<file path="src/rtl/rsed_pkg.sv">
`timescale 1ns / 1ps
// ----------------------------------------------------------------------------
// rsed_pkg
// Shared types and constants for the RTC stable-read epoch decoder.
// ----------------------------------------------------------------------------
package rsed_pkg;

    localparam int SNAP_W = 56;
    localparam logic [3:0] RETRY_RESET = 4'd5;

    // Accumulator start value: -(719499 + 15) modulo 2^32. The 15 is the
    // constant y/100 - y/400 over March-based years 1999..2099.
    localparam logic [31:0] DAY_OFFSET = 32'd4294247782;

    localparam logic [16:0] MUL_YEAR_DAYS = 17'd365;
    localparam logic [16:0] MUL_DAY_SECS  = 17'd86400;
    localparam logic [16:0] MUL_HOUR_SECS = 17'd3600;
    localparam logic [16:0] MUL_MIN_SECS  = 17'd60;
    localparam logic [16:0] MUL_ONE       = 17'd1;

    localparam logic [1:0] BASE_ACC    = 2'd0;
    localparam logic [1:0] BASE_OFFSET = 2'd1;
    localparam logic [1:0] BASE_ZERO   = 2'd2;

    typedef struct packed {
        logic       start_req;
        logic [7:0] seconds_reg;
        logic [7:0] minutes_reg;
        logic [7:0] hours_reg;
        logic [7:0] weekday_reg;
        logic [7:0] date_reg;
        logic [7:0] month_reg;
        logic [7:0] year_reg;
    } t_in;

    typedef struct packed {
        logic        valid_res;
        logic        exhausted;
        logic        stop_flag;
        logic        osc_fail_flag;
        logic [4:0]  hour_out;
        logic [5:0]  minute_out;
        logic [5:0]  second_out;
        logic [2:0]  weekday_out;
        logic [4:0]  day_out;
        logic [3:0]  month_out;
        logic [11:0] year_out;
        logic [31:0] epoch_seconds;
    } t_out;

    // Decoded snapshot; digits are weighted as is, so values may exceed range
    typedef struct packed {
        logic [6:0]  sec;
        logic [6:0]  min;
        logic [5:0]  hour;
        logic [2:0]  wday;
        logic [5:0]  day;
        logic [4:0]  mon;
        logic [11:0] year;
        logic [11:0] cal_y;
        logic [3:0]  cal_m;
        logic        ok;
    } t_dec;

    typedef struct packed {
        logic        en;
        logic [1:0]  base_sel;
        logic        a_acc;
        logic [16:0] op_a;
        logic [16:0] op_b;
    } t_mac_ctl;

    // floor(367 * m / 12) for March-based month m
    function automatic logic [8:0] month_day_offset(input logic [3:0] m);
        logic [8:0] d;
        case (m)
            4'd1:    d = 9'd30;
            4'd2:    d = 9'd61;
            4'd3:    d = 9'd91;
            4'd4:    d = 9'd122;
            4'd5:    d = 9'd152;
            4'd6:    d = 9'd183;
            4'd7:    d = 9'd214;
            4'd8:    d = 9'd244;
            4'd9:    d = 9'd275;
            4'd10:   d = 9'd305;
            4'd11:   d = 9'd336;
            4'd12:   d = 9'd367;
            default: d = 9'd0;
        endcase
        return d;
    endfunction

endpackage

</file>
<file path="src/rtl/rtc_stable_read_epoch_decoder.sv">
`timescale 1ns / 1ps
// ----------------------------------------------------------------------------
// rtc_stable_read_epoch_decoder
// Compares successive RTC register snapshots and decodes an agreed time to
// calendar fields and Unix epoch seconds.
// ----------------------------------------------------------------------------
//  Channel  Direction  Signals                        Notes
//  in       input      i_in_valid/o_in_ready/i_in     one snapshot per transfer
//  out      output     o_out_valid/i_out_ready/o_out  one result per snapshot
//  cfg      input      i_cfg_we/i_cfg_wdata           max_retries, write only
//
//  A snapshot passes IDLE, EVAL and DONE, and CALC for a valid time: the epoch
//  is built in 8 steps of the one shared multiply-accumulate unit.
//  The result sits in an output register; the next snapshot is taken while
//  it waits, and the block stalls at its end until that register is free.
//  Synchronous active-low reset clears the acquisition state; max_retries = 5.
// ----------------------------------------------------------------------------
module rtc_stable_read_epoch_decoder (
    input  logic            i_clk,
    input  logic            i_rst_n,
    input  logic            i_in_valid,
    output logic            o_in_ready,
    input  rsed_pkg::t_in   i_in,
    output logic            o_out_valid,
    input  logic            i_out_ready,
    output rsed_pkg::t_out  o_out,
    input  logic            i_cfg_we,
    input  logic [3:0]      i_cfg_wdata
);

    localparam logic [1:0] ST_IDLE = 2'd0;
    localparam logic [1:0] ST_EVAL = 2'd1;
    localparam logic [1:0] ST_CALC = 2'd2;
    localparam logic [1:0] ST_DONE = 2'd3;

    localparam logic [2:0] STEP_YEAR  = 3'd0;
    localparam logic [2:0] STEP_LEAP  = 3'd1;
    localparam logic [2:0] STEP_MONTH = 3'd2;
    localparam logic [2:0] STEP_DAY   = 3'd3;
    localparam logic [2:0] STEP_SCALE = 3'd4;
    localparam logic [2:0] STEP_HOUR  = 3'd5;
    localparam logic [2:0] STEP_MIN   = 3'd6;
    localparam logic [2:0] STEP_SEC   = 3'd7;

    logic [1:0]                     r_state, n_state;
    logic [2:0]                     r_step, n_step;
    logic [3:0]                     r_max_retries;
    logic [3:0]                     r_attempt, n_attempt;
    logic                           r_acquiring, n_acquiring;
    logic [rsed_pkg::SNAP_W-1:0]    r_prev, n_prev;
    rsed_pkg::t_in                  r_in;
    logic                           r_res_valid, n_res_valid;
    logic                           r_res_exh, n_res_exh;
    logic                           r_out_valid, n_out_valid;
    rsed_pkg::t_out                 r_out, n_out;

    rsed_pkg::t_dec                 w_dec;
    rsed_pkg::t_mac_ctl             w_ctl;
    logic [31:0]                    w_acc;
    logic [rsed_pkg::SNAP_W-1:0]    w_snap;
    logic [3:0]                     w_limit;
    logic                           w_out_free;

    rsed_decode u_decode (
        .i_snap (r_in),
        .o_dec  (w_dec)
    );

    rsed_mac u_mac (
        .i_clk (i_clk),
        .i_ctl (w_ctl),
        .o_acc (w_acc)
    );

    assign w_snap     = r_in[rsed_pkg::SNAP_W-1:0];
    assign w_limit    = (r_max_retries == 4'd0) ? 4'd1 : r_max_retries;
    assign w_out_free = !r_out_valid || i_out_ready;

    // Step sequence of the shared unit
    always_comb begin
        w_ctl.en       = (r_state == ST_CALC);
        w_ctl.base_sel = rsed_pkg::BASE_ACC;
        w_ctl.a_acc    = 1'b0;
        w_ctl.op_a     = 17'd0;
        w_ctl.op_b     = rsed_pkg::MUL_ONE;
        case (r_step)
            STEP_YEAR: begin
                w_ctl.base_sel = rsed_pkg::BASE_OFFSET;
                w_ctl.op_a     = 17'(w_dec.cal_y);
                w_ctl.op_b     = rsed_pkg::MUL_YEAR_DAYS;
            end
            STEP_LEAP:  w_ctl.op_a = 17'(w_dec.cal_y[11:2]);
            STEP_MONTH: w_ctl.op_a = 17'(rsed_pkg::month_day_offset(w_dec.cal_m));
            STEP_DAY:   w_ctl.op_a = 17'(w_dec.day);
            STEP_SCALE: begin
                w_ctl.base_sel = rsed_pkg::BASE_ZERO;
                w_ctl.a_acc    = 1'b1;
                w_ctl.op_b     = rsed_pkg::MUL_DAY_SECS;
            end
            STEP_HOUR: begin
                w_ctl.op_a = 17'(w_dec.hour);
                w_ctl.op_b = rsed_pkg::MUL_HOUR_SECS;
            end
            STEP_MIN: begin
                w_ctl.op_a = 17'(w_dec.min);
                w_ctl.op_b = rsed_pkg::MUL_MIN_SECS;
            end
            STEP_SEC:   w_ctl.op_a = 17'(w_dec.sec);
            default:    w_ctl.op_a = 17'd0;
        endcase
    end

    always_comb begin
        n_state     = r_state;
        n_step      = r_step;
        n_attempt   = r_attempt;
        n_acquiring = r_acquiring;
        n_prev      = r_prev;
        n_res_valid = r_res_valid;
        n_res_exh   = r_res_exh;
        n_out_valid = r_out_valid && !i_out_ready;
        n_out       = r_out;
        case (r_state)
            ST_IDLE: begin
                if (i_in_valid) begin
                    n_state = ST_EVAL;
                end
            end
            ST_EVAL: begin
                n_res_valid = 1'b0;
                n_res_exh   = 1'b0;
                n_state     = ST_DONE;
                if (r_in.start_req) begin
                    n_prev      = w_snap;
                    n_attempt   = 4'd0;
                    n_acquiring = 1'b1;
                end else if (r_acquiring) begin
                    n_prev    = w_snap;
                    n_attempt = r_attempt + 4'd1;
                    if ((r_prev == w_snap) && w_dec.ok) begin
                        n_acquiring = 1'b0;
                        n_res_valid = 1'b1;
                        n_step      = STEP_YEAR;
                        n_state     = ST_CALC;
                    end else if (n_attempt >= w_limit) begin
                        n_acquiring = 1'b0;
                        n_res_exh   = 1'b1;
                    end
                end
            end
            ST_CALC: begin
                n_step = r_step + 3'd1;
                if (r_step == STEP_SEC) begin
                    n_state = ST_DONE;
                end
            end
            ST_DONE: begin
                if (w_out_free) begin
                    n_out_valid             = 1'b1;
                    n_out                   = '0;
                    n_out.valid_res         = r_res_valid;
                    n_out.exhausted         = r_res_exh;
                    n_out.stop_flag         = r_in.seconds_reg[7];
                    n_out.osc_fail_flag     = r_in.minutes_reg[7];
                    if (r_res_valid) begin
                        n_out.hour_out      = w_dec.hour[4:0];
                        n_out.minute_out    = w_dec.min[5:0];
                        n_out.second_out    = w_dec.sec[5:0];
                        n_out.weekday_out   = w_dec.wday;
                        n_out.day_out       = w_dec.day[4:0];
                        n_out.month_out     = w_dec.mon[3:0];
                        n_out.year_out      = w_dec.year;
                        n_out.epoch_seconds = w_acc;
                    end
                    n_state = ST_IDLE;
                end
            end
            default: n_state = ST_IDLE;
        endcase
    end

    always_ff @(posedge i_clk) begin
        if (!i_rst_n) begin
            r_state       <= ST_IDLE;
            r_step        <= STEP_YEAR;
            r_max_retries <= rsed_pkg::RETRY_RESET;
            r_attempt     <= 4'd0;
            r_acquiring   <= 1'b0;
            r_prev        <= '0;
            r_res_valid   <= 1'b0;
            r_res_exh     <= 1'b0;
            r_out_valid   <= 1'b0;
        end else begin
            r_state     <= n_state;
            r_step      <= n_step;
            r_attempt   <= n_attempt;
            r_acquiring <= n_acquiring;
            r_prev      <= n_prev;
            r_res_valid <= n_res_valid;
            r_res_exh   <= n_res_exh;
            r_out_valid <= n_out_valid;
            if (i_cfg_we) begin
                r_max_retries <= i_cfg_wdata;
            end
        end
    end

    // Payload registers
    always_ff @(posedge i_clk) begin
        if (i_in_valid && o_in_ready) begin
            r_in <= i_in;
        end
        r_out <= n_out;
    end

    assign o_in_ready  = (r_state == ST_IDLE);
    assign o_out_valid = r_out_valid;
    assign o_out       = r_out;

endmodule

</file>
<file path="src/rtl/rsed_decode.sv">
`timescale 1ns / 1ps
// ----------------------------------------------------------------------------
// rsed_decode
// BCD decode and range check of one snapshot, plus March-based calendar terms.
// ----------------------------------------------------------------------------
module rsed_decode (
    input  rsed_pkg::t_in  i_snap,
    output rsed_pkg::t_dec o_dec
);

    always_comb begin
        rsed_pkg::t_dec d;
        d.sec  = 7'(i_snap.seconds_reg[3:0]) + 7'(i_snap.seconds_reg[6:4]) * 7'd10;
        d.min  = 7'(i_snap.minutes_reg[3:0]) + 7'(i_snap.minutes_reg[6:4]) * 7'd10;
        d.hour = 6'(i_snap.hours_reg[3:0]) + 6'(i_snap.hours_reg[5:4]) * 6'd10;
        d.wday = i_snap.weekday_reg[2:0];
        d.day  = 6'(i_snap.date_reg[3:0]) + 6'(i_snap.date_reg[5:4]) * 6'd10;
        d.mon  = 5'(i_snap.month_reg[3:0]) + 5'(i_snap.month_reg[4]) * 5'd10;
        d.year = 12'd2000 + 12'(i_snap.year_reg[3:0]) + 12'(i_snap.year_reg[7:4]) * 12'd10;
        d.ok   = (d.sec < 7'd60) && (d.min < 7'd60) && (d.hour < 6'd24) &&
                 (d.wday != 3'd0) && (d.day != 6'd0) && (d.day <= 6'd31) &&
                 (d.mon != 5'd0) && (d.mon <= 5'd12) && (d.year < 12'd2100);
        // January and February belong to the previous March-based year
        if (d.mon <= 5'd2) begin
            d.cal_m = 4'(d.mon + 5'd10);
            d.cal_y = d.year - 12'd1;
        end else begin
            d.cal_m = 4'(d.mon - 5'd2);
            d.cal_y = d.year;
        end
        o_dec = d;
    end

endmodule

</file>
<file path="src/rtl/rsed_mac.sv">
`timescale 1ns / 1ps
// ----------------------------------------------------------------------------
// rsed_mac
// Shared multiply-accumulate unit: acc <= base + a * b, 17x17 multiplier.
// ----------------------------------------------------------------------------
module rsed_mac (
    input  logic               i_clk,
    input  rsed_pkg::t_mac_ctl i_ctl,
    output logic [31:0]        o_acc
);

    logic [31:0] r_acc;
    logic [31:0] n_acc;
    logic [16:0] w_a;
    logic [33:0] w_prod;
    logic [31:0] w_base;

    always_comb begin
        w_a    = i_ctl.a_acc ? {1'b0, r_acc[15:0]} : i_ctl.op_a;
        w_prod = w_a * i_ctl.op_b;
        case (i_ctl.base_sel)
            rsed_pkg::BASE_ACC:    w_base = r_acc;
            rsed_pkg::BASE_OFFSET: w_base = rsed_pkg::DAY_OFFSET;
            rsed_pkg::BASE_ZERO:   w_base = 32'd0;
            default:               w_base = 32'd0;
        endcase
        n_acc = i_ctl.en ? (w_base + w_prod[31:0]) : r_acc;
    end

    always_ff @(posedge i_clk) begin
        r_acc <= n_acc;
    end

    assign o_acc = r_acc;

endmodule

</file>
<file path="config.mk">
export PLATFORM = sky130hd
export DESIGN_NAME = rtc_stable_read_epoch_decoder
export DESIGN_NICKNAME = d
export VERILOG_FILES = /design/src/rtl/rsed_pkg.sv /design/src/rtl/rtc_stable_read_epoch_decoder.sv /design/src/rtl/rsed_decode.sv /design/src/rtl/rsed_mac.sv
export SDC_FILE = /design/constraint.sdc
export NUM_CORES = 1
export LEC_CHECK = 0
export BUFFER_PORTS_ARGS = -buffer_cell sky130_fd_sc_hd__buf_2
export CORE_MARGIN = 5
export CORE_UTILIZATION = 45
export CTS_CLUSTER_DIAMETER = 60
export CTS_CLUSTER_SIZE = 25
export DETAILED_ROUTE_END_ITERATION = 8
export PLACE_DENSITY = 0.72
export SKIP_CTS_REPAIR_TIMING = 1
export SLEW_MARGIN = 30
export SYNTH_ARGS = -nofsm -noshare
export SYNTH_HDL_FRONTEND = slang
export SYNTH_HIERARCHICAL = 1
export SYNTH_SLANG_ARGS = --single-unit
export TNS_END_PERCENT = 20
</file>
<file path="constraint.sdc">
create_clock -name i_clk -period 10.3 [get_ports i_clk]
set_input_delay 2.06 -clock i_clk [delete_from_list [all_inputs] [get_ports i_clk]]
set_output_delay 2.06 -clock i_clk [all_outputs]
set_load 0.01 [all_outputs]
</file>
==> summary.md <==
| Metric | Value |
|---|---|
| Yosys Warn Count | 6 |
| Crit path top cell by count | fa_1 |
| Number of CTS-inserted buffers | 22 |
| Tightest Hold Check Type | reg -> reg |
| Clock Latency Late Sink | about 0.57 ns |
| Worst slew pin tran | ~1.3 ns |
| Final ANT Viol Nets | 0 |
| Most numerous cell in the Yosys netlist | inv_1 |
| Vias in the first global route | 16,980 |
| Post-Layout Inst Area | 23,940 um^2 |
| Site row count | 80 |
| Crit-path max cell delay | 0.69 ns |
| Final Skew | between 0.05 and 0.06 ns |
| Worst slack at placement | 1.008 ns |
| R2r setup slk | roughly 0.89 ns |
| Top cells by area, synth | fa_1 (24%), edfxtp_1 (23%), ha_1 (8.2%), dfxtp_1 (6.7%), inv_1 (6.3%) |
| Initial Util | 0.4552 |
| Worst-path maximum fanout | 17 |
| Post-synth top area cell | fa_1 |
| Setup_tns | 0 ns |
| Final period util | 0.9139 |
| Post-Syn Instances | 2,218 |
| Synth cell types | 88 |
| I/O pin total | 145 |
| Worst setup EP type | register |
| Height of the chip | 230.0 um |
| Critical path data required time | between 10 and 15 ns |
| #FFs+latches synth | 239 |
| WL met1 | 22.56 mm |
| Global-route usage over all layers | 0.2085 |
| Slew margin rel. | 0.09979 |
| RSZ-0062 raised after global routing | false |
| Crit path time final | 9.414 ns |
| Core Area | around 48,000 um^2 |
| # fillers | 4,272 |
| Crit start category | register |
| Final hold violations | 0 |
| Slowest cell on crit path | xor2_1 |
| Max Used Layer | met4 |
| Pin count of the biggest net entering global routing | 68 |
| Port bufs | 144 |
| Hpwl dp | 42.14 mm |
| Routed wire length | around 54 mm |
| Synth top area share | 0.2399 |
| Max-cap violations | 0 |
| Synthesized area | 21,780 um^2 |
| Met2 WL | 25.85 mm |
| Post-DP Area | between 20,000 and 25,000 um^2 |
| Hold_ws | 0.4283 ns |
| Min setup slack post-route | 0.8864 ns |
| Routed wire per std cell | 18.30 um |
| Grt ovf | 0 |
| Area growth syn-to-layout | 9.928% |
| Run status | completed |
| Commonest cells post-synth | inv_1 (367), nand2_1 (335), fa_1 (261) |
| Initial antenna violation count | 1 |
| First-pass GRT wire length | 89.58 mm |
| Critical path class | reg -> reg |
| DIE WIDTH | 230.0 um |
| Post-synthesis sequential area ratio | 0.2960 |
| Deepest clock path buffer count | 3 |
| Final max-slew violation count | 0 |
| CTS tree | yes |
| Asr flop ratio synth | 0 |
| CP arrival | 9.70 ns |
| Die area | 52,890 um^2 |
| Endpoints failing setup | 0 |
| Share of layout cells above drive strength 1 | 0.1153 |
| Fmax | 0.1062 GHz |
| Root Driver | clkbuf_16 |
| CTS sink count | 239 |
| Pre-antenna DRT Iters | 6 |
| Met3 WL | 3.817 mm |
| CTS clk-pin slew, worst paths | 0.08 ns |
| DR vias/cell | 5.336 |
| Nets | roughly 2,800 |
| H-Tree Depth | 1 |
| Post-synthesis area per instance | 9.818 um^2 |
| Number of enable flip-flop cells after synthesis | between 150 and 200 |
| Drt first-iter violations | 1,339 |
| Routed via count | ~16,000 |
| Top FF cell, synth | edfxtp_1 |
| RePlAce Congestion | 0.9676 |
| Ant diodes | 0 |
| DRC Markers | 0 |
## kinds of logic after synthesis
group / Yosys count / synth area share
compound gates: 265 / 0.08469
fa+ha+maj: 404 / 0.3220
other cells: 1 / 0.0001722
mux: 27 / 0.01390
xor+xnor: 98 / 0.03976
buf+inv: 467 / 0.08239
simple gates: 717 / 0.1611
flops: 239 / 0.2960
## per-stage QoR
| step | util | cells |
|---|---|---|
| finish | 0.5003 | 2956 |
| global route | 0.5003 | 2956 |
| CTS | 0.5002 | 2956 |
| detailed placement | 0.4832 | 2916 |
| global placement | 0.4823 | 2915 |
| floorplan | - | 2239 |
## state kept, by name (all words and copies together), names as in the netlist
signal	flops
o_out	77
r_in	57
r_prev	56
u_mac/o_acc	32
r_attempt	4
r_max_retries	4
r_step	3
r_state	2
o_out_valid	1
r_acquiring	1
r_res_exh	1
r_res_valid	1
## layout make-up
class / count / area (um^2) / share of cell area
inverters: 369 / 1385 / 0.05786
repair buffers: 160 / 860.8 / 0.03596
clock buffers: 25 / 583.1 / 0.02436
multi-input cells: 1533 / 13660 / 0.5708
flip-flops and latches: 239 / 6447 / 0.2693
well taps: 615 / 769.5 / 0.03214
clock inverters: 15 / 229.0 / 0.009565
## metal layers
layer  track usage  up-vias
met5             0        -
met4       0.06650        0
met3       0.03565      121
met2        0.3493      569
met1        0.2782     7840
li1              -     7242
## cell usage in the layout, fill, tap and decap left out, types with 14 or more instances in the layout
cell	instances
a21o_1	21
a21oi_1	102
and2_1	206
buf_2	144
buf_4	15
clkbuf_16	23
conb_1	22
dfxtp_1	72
edfxtp_1	166
fa_1	261
ha_1	140
inv_1	367
mux2_2	16
nand2_1	335
nand4_1	14
nor2_1	76
nor2b_1	16
o21ai_0	29
xnor2_1	81
xor2_1	16
## worst max-delay path: cells and delay by family, from the launching register on
kind | cells | cell delay, ns
buffers and inverters | 5 | 0.29
XOR/XNOR | 2 | 0.79
adder cells (fa/ha/maj) | 10 | 4.33
AO/OA/AOI/OAI | 7 | 2.24
multiplexers | 1 | 0.44
AND/OR/NAND/NOR | 4 | 0.58
flip-flops | 1 | 0.46
## final timing paths
kind / startpoint / to / cells after the start
min: r_res_exh / o_out[75] / 0
min reg2reg: r_res_exh / o_out[75] / 0
max reg2reg: r_in[12] / u_mac/o_acc[29] / 29
max: r_in[12] / u_mac/o_acc[29] / 29
Power is left out: the tool's default activity adds up to more than one toggle a clock period on the data nets, which glitch-free logic cannot reach.
